==> src/rtl/core/frc_pkg.sv <==
// ----------------------------------------------------------------------------
// frc_pkg
// Shared types and constants of the flow range classifier: stream layouts,
// configuration register indexes and the controller/datapath interface.
// ----------------------------------------------------------------------------
package frc_pkg;

	localparam int RULE_SLOTS_DEF = 64;
	localparam int MAX_SLOTS      = 64;

	// field widths
	localparam int SLOT_W   = 6;
	localparam int LABEL_W  = 32;
	localparam int BOUND_W  = 32;
	localparam int PORT_W   = 16;
	localparam int FLOW_W   = 32;
	localparam int LEN_W    = 16;
	localparam int LBITS_W  = 19;

	// slave tdata layout, lowest bit up
	localparam int S_SLOT_LSB  = 0;
	localparam int S_LABEL_LSB = S_SLOT_LSB + SLOT_W;
	localparam int S_LOW_LSB   = S_LABEL_LSB + LABEL_W;
	localparam int S_HIGH_LSB  = S_LOW_LSB + BOUND_W;
	localparam int S_PORT_LSB  = S_HIGH_LSB + BOUND_W;
	localparam int S_FLOW_LSB  = S_PORT_LSB + PORT_W;
	localparam int S_LEN_LSB   = S_FLOW_LSB + FLOW_W;
	localparam int S_ENCAP_BIT = S_LEN_LSB + LEN_W;
	localparam int S_DATA_W    = ((S_ENCAP_BIT + 1 + 7) / 8) * 8;

	// slave tuser layout
	localparam int S_OPCODE_BIT = 0;
	localparam int S_ISFLOW_BIT = 1;
	localparam int S_USER_W     = 2;

	// master tdata layout, lowest bit up
	localparam int M_SLOT_LSB  = 0;
	localparam int M_LABEL_LSB = M_SLOT_LSB + SLOT_W;
	localparam int M_LBITS_LSB = M_LABEL_LSB + LABEL_W;
	localparam int M_ENCAP_BIT = M_LBITS_LSB + LBITS_W;
	localparam int M_PAD_W     = ((M_ENCAP_BIT + 1 + 7) / 8) * 8 - (M_ENCAP_BIT + 1);
	localparam int M_DATA_W    = M_ENCAP_BIT + 1 + M_PAD_W;
	localparam int M_USER_W    = 1;

	// opcodes
	localparam logic OP_LOAD     = 1'b0;
	localparam logic OP_CLASSIFY = 1'b1;

	// configuration port
	localparam int CFG_IDX_W  = 1;
	localparam int CFG_DATA_W = 7;
	localparam logic [CFG_IDX_W-1:0] REG_ENTRY_COUNT = 1'd0;
	localparam logic [CFG_IDX_W-1:0] REG_FLOWID_EN   = 1'd1;

	typedef struct packed {
		logic load_entry;  // write the accepted rule into its slot
		logic cap_pkt;     // hold the accepted packet fields
		logic compute;     // compare all lanes, load the pending mask
		logic pick;        // take the lowest pending slot, read its label
		logic send;        // move the picked result into the output register
	} ctrl_cmd_t;

	typedef struct packed {
		logic out_free;    // output register empty or being drained
		logic pick_last;   // picked result is the final one of the packet
	} dp_status_t;

endpackage

==> src/rtl/core/frc_ctrl.sv <==
// ----------------------------------------------------------------------------
// frc_ctrl
// Sequencer of the flow range classifier: accepts words, then steps the
// datapath through lane compare, result pick and result send.
// ----------------------------------------------------------------------------
module frc_ctrl (
	input  logic               clk,
	input  logic               arst_n,
	input  logic               s_tvalid,
	input  logic               opcode,
	output logic               s_tready,
	output frc_pkg::ctrl_cmd_t cmd,
	input  frc_pkg::dp_status_t st
);
	import frc_pkg::*;

	typedef enum logic [1:0] {
		ST_IDLE,
		ST_MATCH,
		ST_PICK,
		ST_SEND
	} state_t;

	state_t state_q;
	logic   ready_q;
	logic   accept;

	assign s_tready = ready_q;
	assign accept   = s_tvalid & ready_q;

	always_comb begin
		cmd            = '0;
		cmd.load_entry = accept & (opcode == OP_LOAD);
		cmd.cap_pkt    = accept & (opcode == OP_CLASSIFY);
		cmd.compute    = (state_q == ST_MATCH);
		cmd.pick       = (state_q == ST_PICK);
		cmd.send       = (state_q == ST_SEND) & st.out_free;
	end

	always_ff @(posedge clk or negedge arst_n) begin
		if (!arst_n) begin
			state_q <= ST_IDLE;
			ready_q <= 1'b1;
		end else begin
			case (state_q)
				ST_IDLE: begin
					if (cmd.cap_pkt) begin
						state_q <= ST_MATCH;
						ready_q <= 1'b0;
					end
				end
				ST_MATCH: state_q <= ST_PICK;
				ST_PICK:  state_q <= ST_SEND;
				ST_SEND: begin
					// hold until the output register can take the result
					if (st.out_free) begin
						if (st.pick_last) begin
							state_q <= ST_IDLE;
							ready_q <= 1'b1;
						end else begin
							state_q <= ST_PICK;
						end
					end
				end
				default: begin
					state_q <= ST_IDLE;
					ready_q <= 1'b1;
				end
			endcase
		end
	end

endmodule

==> config.mk <==
export PLATFORM = sky130hd
export DESIGN_NAME = frc_ctrl
export DESIGN_NICKNAME = d
export VERILOG_FILES = /design/src/rtl/core/frc_pkg.sv /design/src/rtl/core/frc_ctrl.sv
export SDC_FILE = /design/constraint.sdc
export NUM_CORES = 1
export LEC_CHECK = 0
export ABC_AREA = 0
export ABC_CLOCK_PERIOD_IN_PS = 2000
export BUFFER_PORTS_ARGS = -buffer_cell sky130_fd_sc_hd__clkbuf_2
export CAP_MARGIN = 10
export CORE_AREA = 2 2 39 41
export DETAILED_ROUTE_END_ITERATION = 16
export DIE_AREA = 0 0 41 43
export GPL_TIMING_DRIVEN = 0
export PLACE_DENSITY_LB_ADDON = 0.25
export SLEW_MARGIN = 20
export SYNTH_ARGS = -nofsm -noshare
export SYNTH_HDL_FRONTEND = slang
export SYNTH_SLANG_ARGS = --single-unit
==> constraint.sdc <==
create_clock -name clk -period 2 [get_ports clk]
set_clock_uncertainty 0.05 [all_clocks]
set_input_delay 0.1 -clock clk [delete_from_list [all_inputs] [get_ports clk]]
set_output_delay 0.1 -clock clk [all_outputs]
set_load 0.01 [all_outputs]
* Word level (Yosys, flattened, before mapping)
Index checks and enable logic that the tools add are counted.
Word-level totals: output and inout bits 6, bits of input ports 6, bits in latches 0, memories 0, bits in read-only memories 0, flip-flop bits (word level) 3, memory bits (writable) 0, word-level logic and storage cells 25
Cells by class: bitwise gates (word level) 5, reductions and logical operators 4, mux-type cells 8, add/sub/neg operators 0, eq/ne operators 6, magnitude comparators 0, div/mod/pow operators 0, $mul 0, shift-type cells 0
Operators with widths (number):
- $pmux W2 S4 | 1
- $mux W2 | 3
- $ne A2 B2 Y1 const B | 3
- $and A1 B1 Y1 | 4
- $eq A2 B2 Y1 const B | 2
- $reduce_and A4 Y1 | 1
- $mux W1 | 3
- $eq A2 B1 Y1 const B | 1
- $logic_not A2 Y1 | 1
- $pmux W1 S2 | 1
- $reduce_and A2 Y1 | 1
- $reduce_bool A2 Y1 | 1
- $not A1 Y1 | 1

* Longest topological paths before layout
Gate-level depths: netlist of run 1.
word-level depth 4, mapped depth 2

* Worst setup path before layout of run 1
OpenSTA, ideal clock, no wires.
path kind reg2out, start point register ready_q (netlist: s_tready), end point output port cmd[4] in the netlist's numbering, slack 1065 ps, buffers on the path 0, data required time 1850 ps, arrival 785 ps, stages on the path, launching flop included 3, cells stage by stage dfstp_2 nand2_1 nor2_1
RTL lines:
- start, declared | RTL line frc_ctrl.sv:25 | logic ready_q;
- start signal, assigned | RTL line frc_ctrl.sv:43 | ready_q <= 1'b1;
- start signal, assigned | RTL line frc_ctrl.sv:49 | ready_q <= 1'b0;
- start signal, assigned | RTL line frc_ctrl.sv:59 | ready_q <= 1'b1;
- end, declared | RTL line frc_ctrl.sv:12 | output frc_pkg::ctrl_cmd_t cmd,

==> metrics.cfg, run 1 <==
[status]
status = completed

[grt]
antenna_found_initial = 0
grt_usage_pct = 5.92
grt_overflow = 0
grt_max_degree = 9
grt_first_pass_wirelength_um = 655
grt_pass1_vias = 177

[logic_synthesis]
synth_area_leaders = dfrtp_1 30%, dfstp_2 16%, a31oi_1 7.5%
yosys.area.top_type = dfrtp_1
ys.warnings.count = 0
syn_area_sq_um = 166
syn-instance-count = 18
synth_top_family_by_area = simple AND/OR/NAND/NOR gates
synth.area.mux_share_pct = 0
synth_area_per_cell_sq_um = 9.25
synth_nets = 24
yosys.area_share.xor_xnor_pct = 0
yosysUniqueCellTypes = 14
synthArstFlopShare_pct = 100
yosys-top-cells-count = 2 x a31oi_1, 2 x and3_1, 2 x dfrtp_1, 2 x nor2_1
ys.flop_type = dfrtp_1
synth_edf_count = 0
synthAdderAreaFrac_pct = 0
synth_compound_area_share_pct = 15.0
synth_top_area_share_pct = 30.1
yosys_register_bits = 3
yosys.area_share.simple_pct = 39.1
ys_seq_area_share_pct = 45.9

[worst_setup_path]
max_stage_delay_ns = 0.56
endpoint = cmd[4]
r2r_setup_slack_ns = 1.06
ff2ff_path_depth = 2
required_ns = 1.85
r2r-end = state_q[1]
path_cells = nand2_1 -> nor2_1 -> clkbuf_2
cp_max_fo = 6
critPathLaunch = s_tready
end_kind = output pin
cp-start-kind = flip-flop
path_class = reg -> out
cpLargestDelayFamily = flip-flops
critical_path_buf_inv_count = 1
worst-path-stages = 3
worstPathArrival_ns = 1.06
r2r_start = state_q[1]
slowest_stage = dfstp_2

[pwr]
power_density_nw_per_um2 = 633
p_leak_nw = 0.149
netSwitchingFraction_pct = 19.4
total_power_uw = 176
ir_worst_vdd_uv = 130
pwr-share-comb_pct = 6.1
p_int_uw = 142
clock_power_share_pct = 59.2
p_seq_share_pct = 34.8
switchingPower_uw = 34.1

[floorplanning]
core_area_sq_um = 1380
rows = 14
ios = 12
fp.dieW_um = 41
dieArea_sq_um = 1760
die_h_um = 43
start_util_pct = 12.0

[route]
viasPerCell = 4.00
drtIter0Drc = 0
drt.antenna.violating_nets = 0
routed_wl_um = 395
wl_per_cell_um = 7.90
dr.pass1.iters = 1
drcViolationCount = 0
num_vias = 200

[hold_path]
min_path_type = in -> reg

[timing]
tns_ns = 0
worst_pin_slew_ns = 0.217
finalCritPeriodShare_pct = 60.7
setup_violations = 0
finalHoldViolations = 0
rsz0062_at_grt = no
max_slew_margin_pct = 85.3
post-route-min-period_ns = 1.21
timing.hold.ws_ns = 0.134
fmax_mhz = 823
drv_slew = 0

[finish]
drive_above_1_share_pct = 47.1
postLayoutCoreUtil_pct = 20.1
area_growth_pct = 66.9
multi_input_area_sq_um = 90.1
num-nets-final = 41
num_antenna_cells = 0
nFillCells = 164
seq_area_sq_um = 76.3
final_area_sq_um = 278

[cts]
insertion_delay_ns = 0.23
cts_setup_buffers = 0
cts_tree = yes
cts.path.max_buffers = 2
cts_sinks = 3
clk_pin_slew_worst_paths_ns = 0.04
clockRootBuffer = clkbuf_4
cts-buffers-inserted = 3
cts_htree_levels = 1

[placement]
place_congestion = 0.540
placed_area_sq_um = 241
numPortBuffers = 11

[job]
cap_violations = 0

==> placed cells by master (no fill, tap or decap) <==
cell / Yosys / routed
nor3_1: 1 / 1
clkbuf_4: 0 / 3
a31oi_1: 2 / 2
clkbuf_1: 0 / 1
nor2b_1: 1 / 1
dfrtp_1: 2 / 2
dlygate4sd3_1: 0 / 1
and3_1: 2 / 2
nand3_1: 1 / 1
nand2b_1: 1 / 1
nor2b_2: 1 / 1
dfstp_2: 1 / 1
a21o_1: 1 / 1
nand2_1: 1 / 1
clkbuf_2: 0 / 11
nor2_1: 2 / 2
a21oi_1: 1 / 1
nor4bb_1: 1 / 1
==> power by group through the flow <==
stage / logic, mW / registers [mW] / clock network (mW)
3_5_place_dp: 0.00942 / 0.0618 / 0
4_1_cts: 0.0109 / 0.0611 / 0.109
6_report: 0.0107 / 0.0611 / 0.104
5_1_grt: 0.0124 / 0.0610 / 0.117
3_3_place_gp: 0.00940 / 0.0618 / 0
2_1_floorplan: 0.00147 / 0.0618 / 0
==> cells by family (layout without fill, tap and decap cells) <==
logic type | count (synthesis) | count (layout)
and+or+nand+nor | 11 | 11
DFF | 3 | 3
AOI/OAI and AO/OA | 4 | 4
buffers and inverters | 0 | 16
==> worst min path at each step <==
stage / from / slack, ns / endpoint / depth (start not counted)
floorplan: arst_n / -0.25 / state_q[0] / 0
global placement: arst_n / -0.15 / state_q[1] / 1
detailed placement: arst_n / -0.15 / state_q[1] / 1
CTS: st[1] / 0.13 / state_q[0] / 3
global route: st[0] / 0.15 / state_q[1] / 3
finish: st[0] / 0.13 / s_tready / 3
==> flip-flops by register name (all words and copies together), names as in the netlist <==
signal,count
s_tready,1
state_q,2
==> through the flow <==
stage,std cells,setup slack [ns]
after floorplan,18,1.06
after global placement,45,1.03
after detailed placement,45,1.02
after CTS,50,0.772
after global routing,50,0.692
final,50,0.785
==> timing repair <==
item	CTS	global route
hold buffers	1	0
endpoints found under the hold margin	3	0
resized for setup	0	0
==> routing by layer <==
layer  track usage, %  vias up  part of all wire [%]
li1                 -       98                     -
met1             6.09       97                    41
met2             7.81        5                    52
met3             4.71        0                   7.1
met4             4.00        0                     0
met5                0        -                     0
==> tightest hold or removal path, cell delays in order <==
cell	delay [ns]
clkbuf_2	0.09
a31oi_1	0.15
nor3_1	0.06
==> area by class of cell <==
cell class                      count  area share, %
Clock buffer                        4           9.46
Multi-Input combinational cell     15           32.4
Sequential cell                     3           27.5
Tap cell                           16           7.21
Timing Repair Buffer               12           23.4
(Power assumes the default switching activity.)
==> run 2: changes to the inputs <==
--- a/config.mk
+++ b/config.mk
@@ -6,7 +6,7 @@
 export NUM_CORES = 1
 export LEC_CHECK = 0
 export ABC_AREA = 0
-export ABC_CLOCK_PERIOD_IN_PS = 2000
+export ABC_CLOCK_PERIOD_IN_PS = 1020
 export BUFFER_PORTS_ARGS = -buffer_cell sky130_fd_sc_hd__clkbuf_2
 export CAP_MARGIN = 10
 export CORE_AREA = 2 2 39 41
==> constraint.sdc (replaced) <==
create_clock -name clk -period 1.02 [get_ports clk]
set_clock_uncertainty 0.05 [all_clocks]
set_input_delay 0.051 -clock clk [delete_from_list [all_inputs] [get_ports clk]]
set_output_delay 0.051 -clock clk [all_outputs]
set_load 0.01 [all_outputs]
==> metrics.cfg, run 2 (synthesized netlist as in run 1, its figures left out) <==
[hold_path]
min_path_type = in -> reg
worstHoldEndpoint = state_q[1]
hold_path_depth = 3
holdCritStartpoint = st[0]

[grt]
grt_pass1_vias = 182
gr-usage-met1_pct = 6.43
busiest_layer = met2
grt_first_pass_wirelength_um = 690
grt_usage_pct = 6.12
global_route.usage.met2_pct = 8.13
grt_overflow = 0
grt_util_met3_pct = 4.71
grt_max_degree = 8
antenna_found_initial = 0

[finish]
final_cell_mix = 7 x clkbuf_2, 4 x buf_6, 3 x clkbuf_4, 3 x buf_4
final_common_cell = clkbuf_2
nFillCells = 157
final_area_sq_um = 343
drive_above_1_share_pct = 60.5
num_antenna_cells = 0
largest-register = state_q
area_growth_pct = 106
num-nets-final = 45
largest_reg_flops = 2
postLayoutCoreUtil_pct = 24.8

[cts]
clockRootBuffer = clkbuf_4
cts.path.max_buffers = 2
cts_htree_levels = 1
clk_pin_slew_worst_paths_ns = 0.04
cts-buffers-inserted = 3
cts_tree = yes
insertion_delay_ns = 0.23
cts_sinks = 3

[pwr]
ir_worst_vdd_uv = 260
power_density_nw_per_um2 = 1000
netSwitchingFraction_pct = 19.3
p_int_uw = 278
clock_power_share_pct = 59.0
p_seq_share_pct = 34.8
p_leak_nw = 0.172
switchingPower_uw = 66.5
pwr-share-comb_pct = 6.2
total_power_uw = 344

[floorplanning]
rows = 14
die_h_um = 43
core_area_sq_um = 1380
start_util_pct = 12.0
fp.dieW_um = 41
ios = 12
dieArea_sq_um = 1760

[timing]
post-route-min-period_ns = 1.15
setup_ws_ns = -0.128
fmax_mhz = 871
worst_pin_slew_ns = 0.222
setup_violations = 7
finalHoldViolations = 0
finalCritPeriodShare_pct = 113
rsz0062_at_grt = yes
max_slew_margin_pct = 85.0
timing.hold.ws_ns = 0.0904
drv_slew = 0

[worst_setup_path]
cp_max_fo = 5
ff2ff_path_depth = 3
r2r_setup_slack_ns = 0
r2r_start = state_q[1]
required_ns = 0.92
worstPathArrival_ns = 1.05
cp-start-kind = flip-flop
end_kind = output pin
r2r-end = s_tready
path_class = reg -> out

[placement]
place_congestion = 0.540
placed_area_sq_um = 241
numPortBuffers = 11

[route]
routed_wl_um = 446
wl_per_cell_um = 8.26
drcViolationCount = 0
viasPerCell = 4.00
drt.antenna.violating_nets = 0
drtIter0Drc = 1
dr.pass1.iters = 2
num_vias = 216

[job]
cap_violations = 0

[status]
violations = negative setup slack
status = finished, violations left

==> run 2: area by class of cell <==
type / count / area [sq um] / share of cell area, %
sequential: 3 / 78.8 / 23.0
multi-input combinational: 15 / 100 / 29.2
clock buffer: 4 / 26.3 / 7.66
tap: 16 / 20.0 / 5.84
timing repair buffer: 16 / 118 / 34.3
==> run 2: power groups by stage <==
stage	logic, mW	clock network [mW]	registers (mW)
2_1_floorplan	0.00289	0	0.121
3_3_place_gp	0.0184	0	0.121
3_5_place_dp	0.0185	0	0.121
4_1_cts	0.0214	0.214	0.120
5_1_grt	0.0246	0.234	0.120
6_report	0.0214	0.203	0.120
==> run 2: metrics by stage <==
step                      setup TNS [ns]  setup slack, ns  cells
after floorplan                        0            0.103     18
after global placement                 0           0.0510     45
after detailed placement               0           0.0725     45
after CTS                         -0.442           -0.159     52
after global routing              -0.722           -0.215     54
final                             -0.378           -0.128     54
==> run 2: critical path: stages, from the launching register on <==
cell      delay [ns]
dfstp_2         0.55
and3_1          0.14
clkbuf_2        0.12
==> run 2: metal layers <==
metal  vias up  wire length [um]
met5         -                 0
met3         0                36
met2         5               248
met4         0                 0
met1       105               161
li1        106                 -
==> run 2: repair_timing <==
item / 4_1_cts / 5_1_grt
gates cloned: 0 / 0
hold buffers: 1 / 0
buffers inserted: 2 / 2
pin swaps: 0 / 2
resized for setup: 3 / 9
setup endpoints to repair: 6 / 7
endpoints found under the hold margin: 3 / 0
==> run 2: worst max path at each step <==
stage / start / end / slack, ns / cells after the start
5_1_grt: s_tready / cmd[4] / -0.22 / 3
3_3_place_gp: s_tready / s_tready / 0.05 / 2
6_report: s_tready / cmd[3] / -0.13 / 2
4_1_cts: s_tready / cmd[4] / -0.16 / 3
3_5_place_dp: state_q[0] / s_tready / 0.07 / 2
2_1_floorplan: s_tready / s_tready / 0.10 / 2
==> run 3: changes to the inputs <==
--- a/config.mk
+++ b/config.mk
@@ -13,6 +13,7 @@
 export DETAILED_ROUTE_END_ITERATION = 16
 export DIE_AREA = 0 0 41 43
 export GPL_TIMING_DRIVEN = 0
+export MAX_ROUTING_LAYER = met4
 export PLACE_DENSITY_LB_ADDON = 0.25
 export SLEW_MARGIN = 20
 export SYNTH_ARGS = -nofsm -noshare
==> metrics.cfg, run 3 (synthesized netlist as in run 1, its figures left out) <==
[timing]
finalCritPeriodShare_pct = 113
rsz0062_at_grt = yes
drv_slew = 0
finalHoldViolations = 0
tns_ns = -0.384
fmax_mhz = 870
worst_pin_slew_ns = 0.222
post-route-min-period_ns = 1.15
setup_violations = 7
max_slew_margin_pct = 85.0
setup_ws_ns = -0.129

[grt]
grt_usage_pct = 6.28
grt_max_degree = 8
antenna_found_initial = 0
grt_pass1_vias = 182
grt_first_pass_wirelength_um = 690
grt_overflow = 0

[finish]
num-nets-final = 45
nFillCells = 157
area_growth_pct = 106
drive_above_1_share_pct = 60.5
seq_area_sq_um = 78.8
num_antenna_cells = 0
final_cell_mix = 7 x clkbuf_2, 4 x buf_6, 3 x clkbuf_4, 3 x buf_4
postLayoutCoreUtil_pct = 24.8
final_area_sq_um = 343
largest-register = state_q
final_common_cell = clkbuf_2
multi_input_area_sq_um = 100
largest_reg_flops = 2

[worst_setup_path]
cp-start-kind = flip-flop
end_kind = output pin
worstPathArrival_ns = 1.05
path_class = reg -> out
required_ns = 0.92
cp_max_fo = 5

[floorplanning]
fp.dieW_um = 41
dieArea_sq_um = 1760
rows = 14
ios = 12
die_h_um = 43
core_area_sq_um = 1380
start_util_pct = 12.0

[cts]
cts-buffers-inserted = 3
cts_htree_levels = 1
cts_sinks = 3
clk_pin_slew_worst_paths_ns = 0.04
cts_tree = yes
insertion_delay_ns = 0.23
clockRootBuffer = clkbuf_4
cts.path.max_buffers = 2

[route]
num_vias = 217
drtIter0Drc = 0
dr.pass1.iters = 1
drcViolationCount = 0
routed_wl_um = 447
viasPerCell = 4.02
drt.antenna.violating_nets = 0
wl_per_cell_um = 8.28

[placement]
dp_slack_ns = 0.0725
numPortBuffers = 11
place_congestion = 0.541
placed_area_sq_um = 241

[hold_path]
min_path_type = in -> reg

[pwr]
p_leak_nw = 0.172
power_density_nw_per_um2 = 1010
p_int_uw = 278
pwr-share-comb_pct = 6.2
p_seq_share_pct = 34.7
ir_worst_vdd_uv = 260
netSwitchingFraction_pct = 19.5
switchingPower_uw = 67.1
clock_power_share_pct = 59.1

[status]
status = finished, violations left
violations = negative setup slack

[job]
cap_violations = 0

[run 3: cell counts in the layout (fill, tap and decap cells not counted)]
No cell type changed its count.
[run 3: worst max-delay path, cell delays in order, from the launching register on]
cell	delay [ns]
dfstp_2	0.55
and3_1	0.14
clkbuf_2	0.12
[run 3: final cells by class]
type / instances / area share (%)
Tap cell: 16 / 5.84
Clock buffer: 4 / 7.66
Sequential cell: 3 / 23.0
Timing Repair Buffer: 16 / 34.3
Multi-Input combinational cell: 15 / 29.2
[run 3: stage by stage]
stage               power [mW]  cells  hold WS, ns
global route             0.378     54       0.0999
finish                   0.345     54       0.0888
CTS                      0.355     52       0.0761
floorplan                0.124     18       -0.295
global placement         0.140     45       -0.198
detailed placement       0.140     45       -0.197
[run 3: per-layer routing]
layer  global-route usage (%)  vias to the layer above  part of all wire (%)
met5                        -                        -                     0
met4                     4.00                        0                     0
li1                         -                      106                     -
met1                     6.43                      106                    37
met3                     4.71                        0                   8.1
met2                     8.13                        5                    55
[run 3: worst paths after layout]
check / cells past startpoint / startpoint / slack [ns] / end
min in group asynchronous: 2 / arst_n / 0.10 / state_q[0]
max in group asynchronous: 2 / arst_n / 0.62 / s_tready
hold reg to reg: 2 / s_tready / 0.54 / s_tready
setup / recovery: 2 / s_tready / -0.13 / cmd[3]
hold / removal: 3 / st[0] / 0.09 / state_q[1]
setup reg to reg: 3 / state_q[1] / 0 / s_tready
[run 3: what timing repair did]
action	4_1_cts	5_1_grt
resized for setup	3	9
pin swaps	0	2
setup buffers	2	2
endpoints found under the setup margin	6	7
hold endpoints to repair	3	0
hold buffers	1	0
[run 3: power by group through the flow]
| stage | logic (mW) | registers (mW) | clock network, mW |
|---|---|---|---|
| after detailed placement | 0.0185 | 0.121 | 0 |
| after CTS | 0.0214 | 0.120 | 0.214 |
| after floorplan | 0.00289 | 0.121 | 0 |
| final | 0.0214 | 0.120 | 0.204 |
| after global routing | 0.0246 | 0.120 | 0.234 |
| after global placement | 0.0184 | 0.121 | 0 |
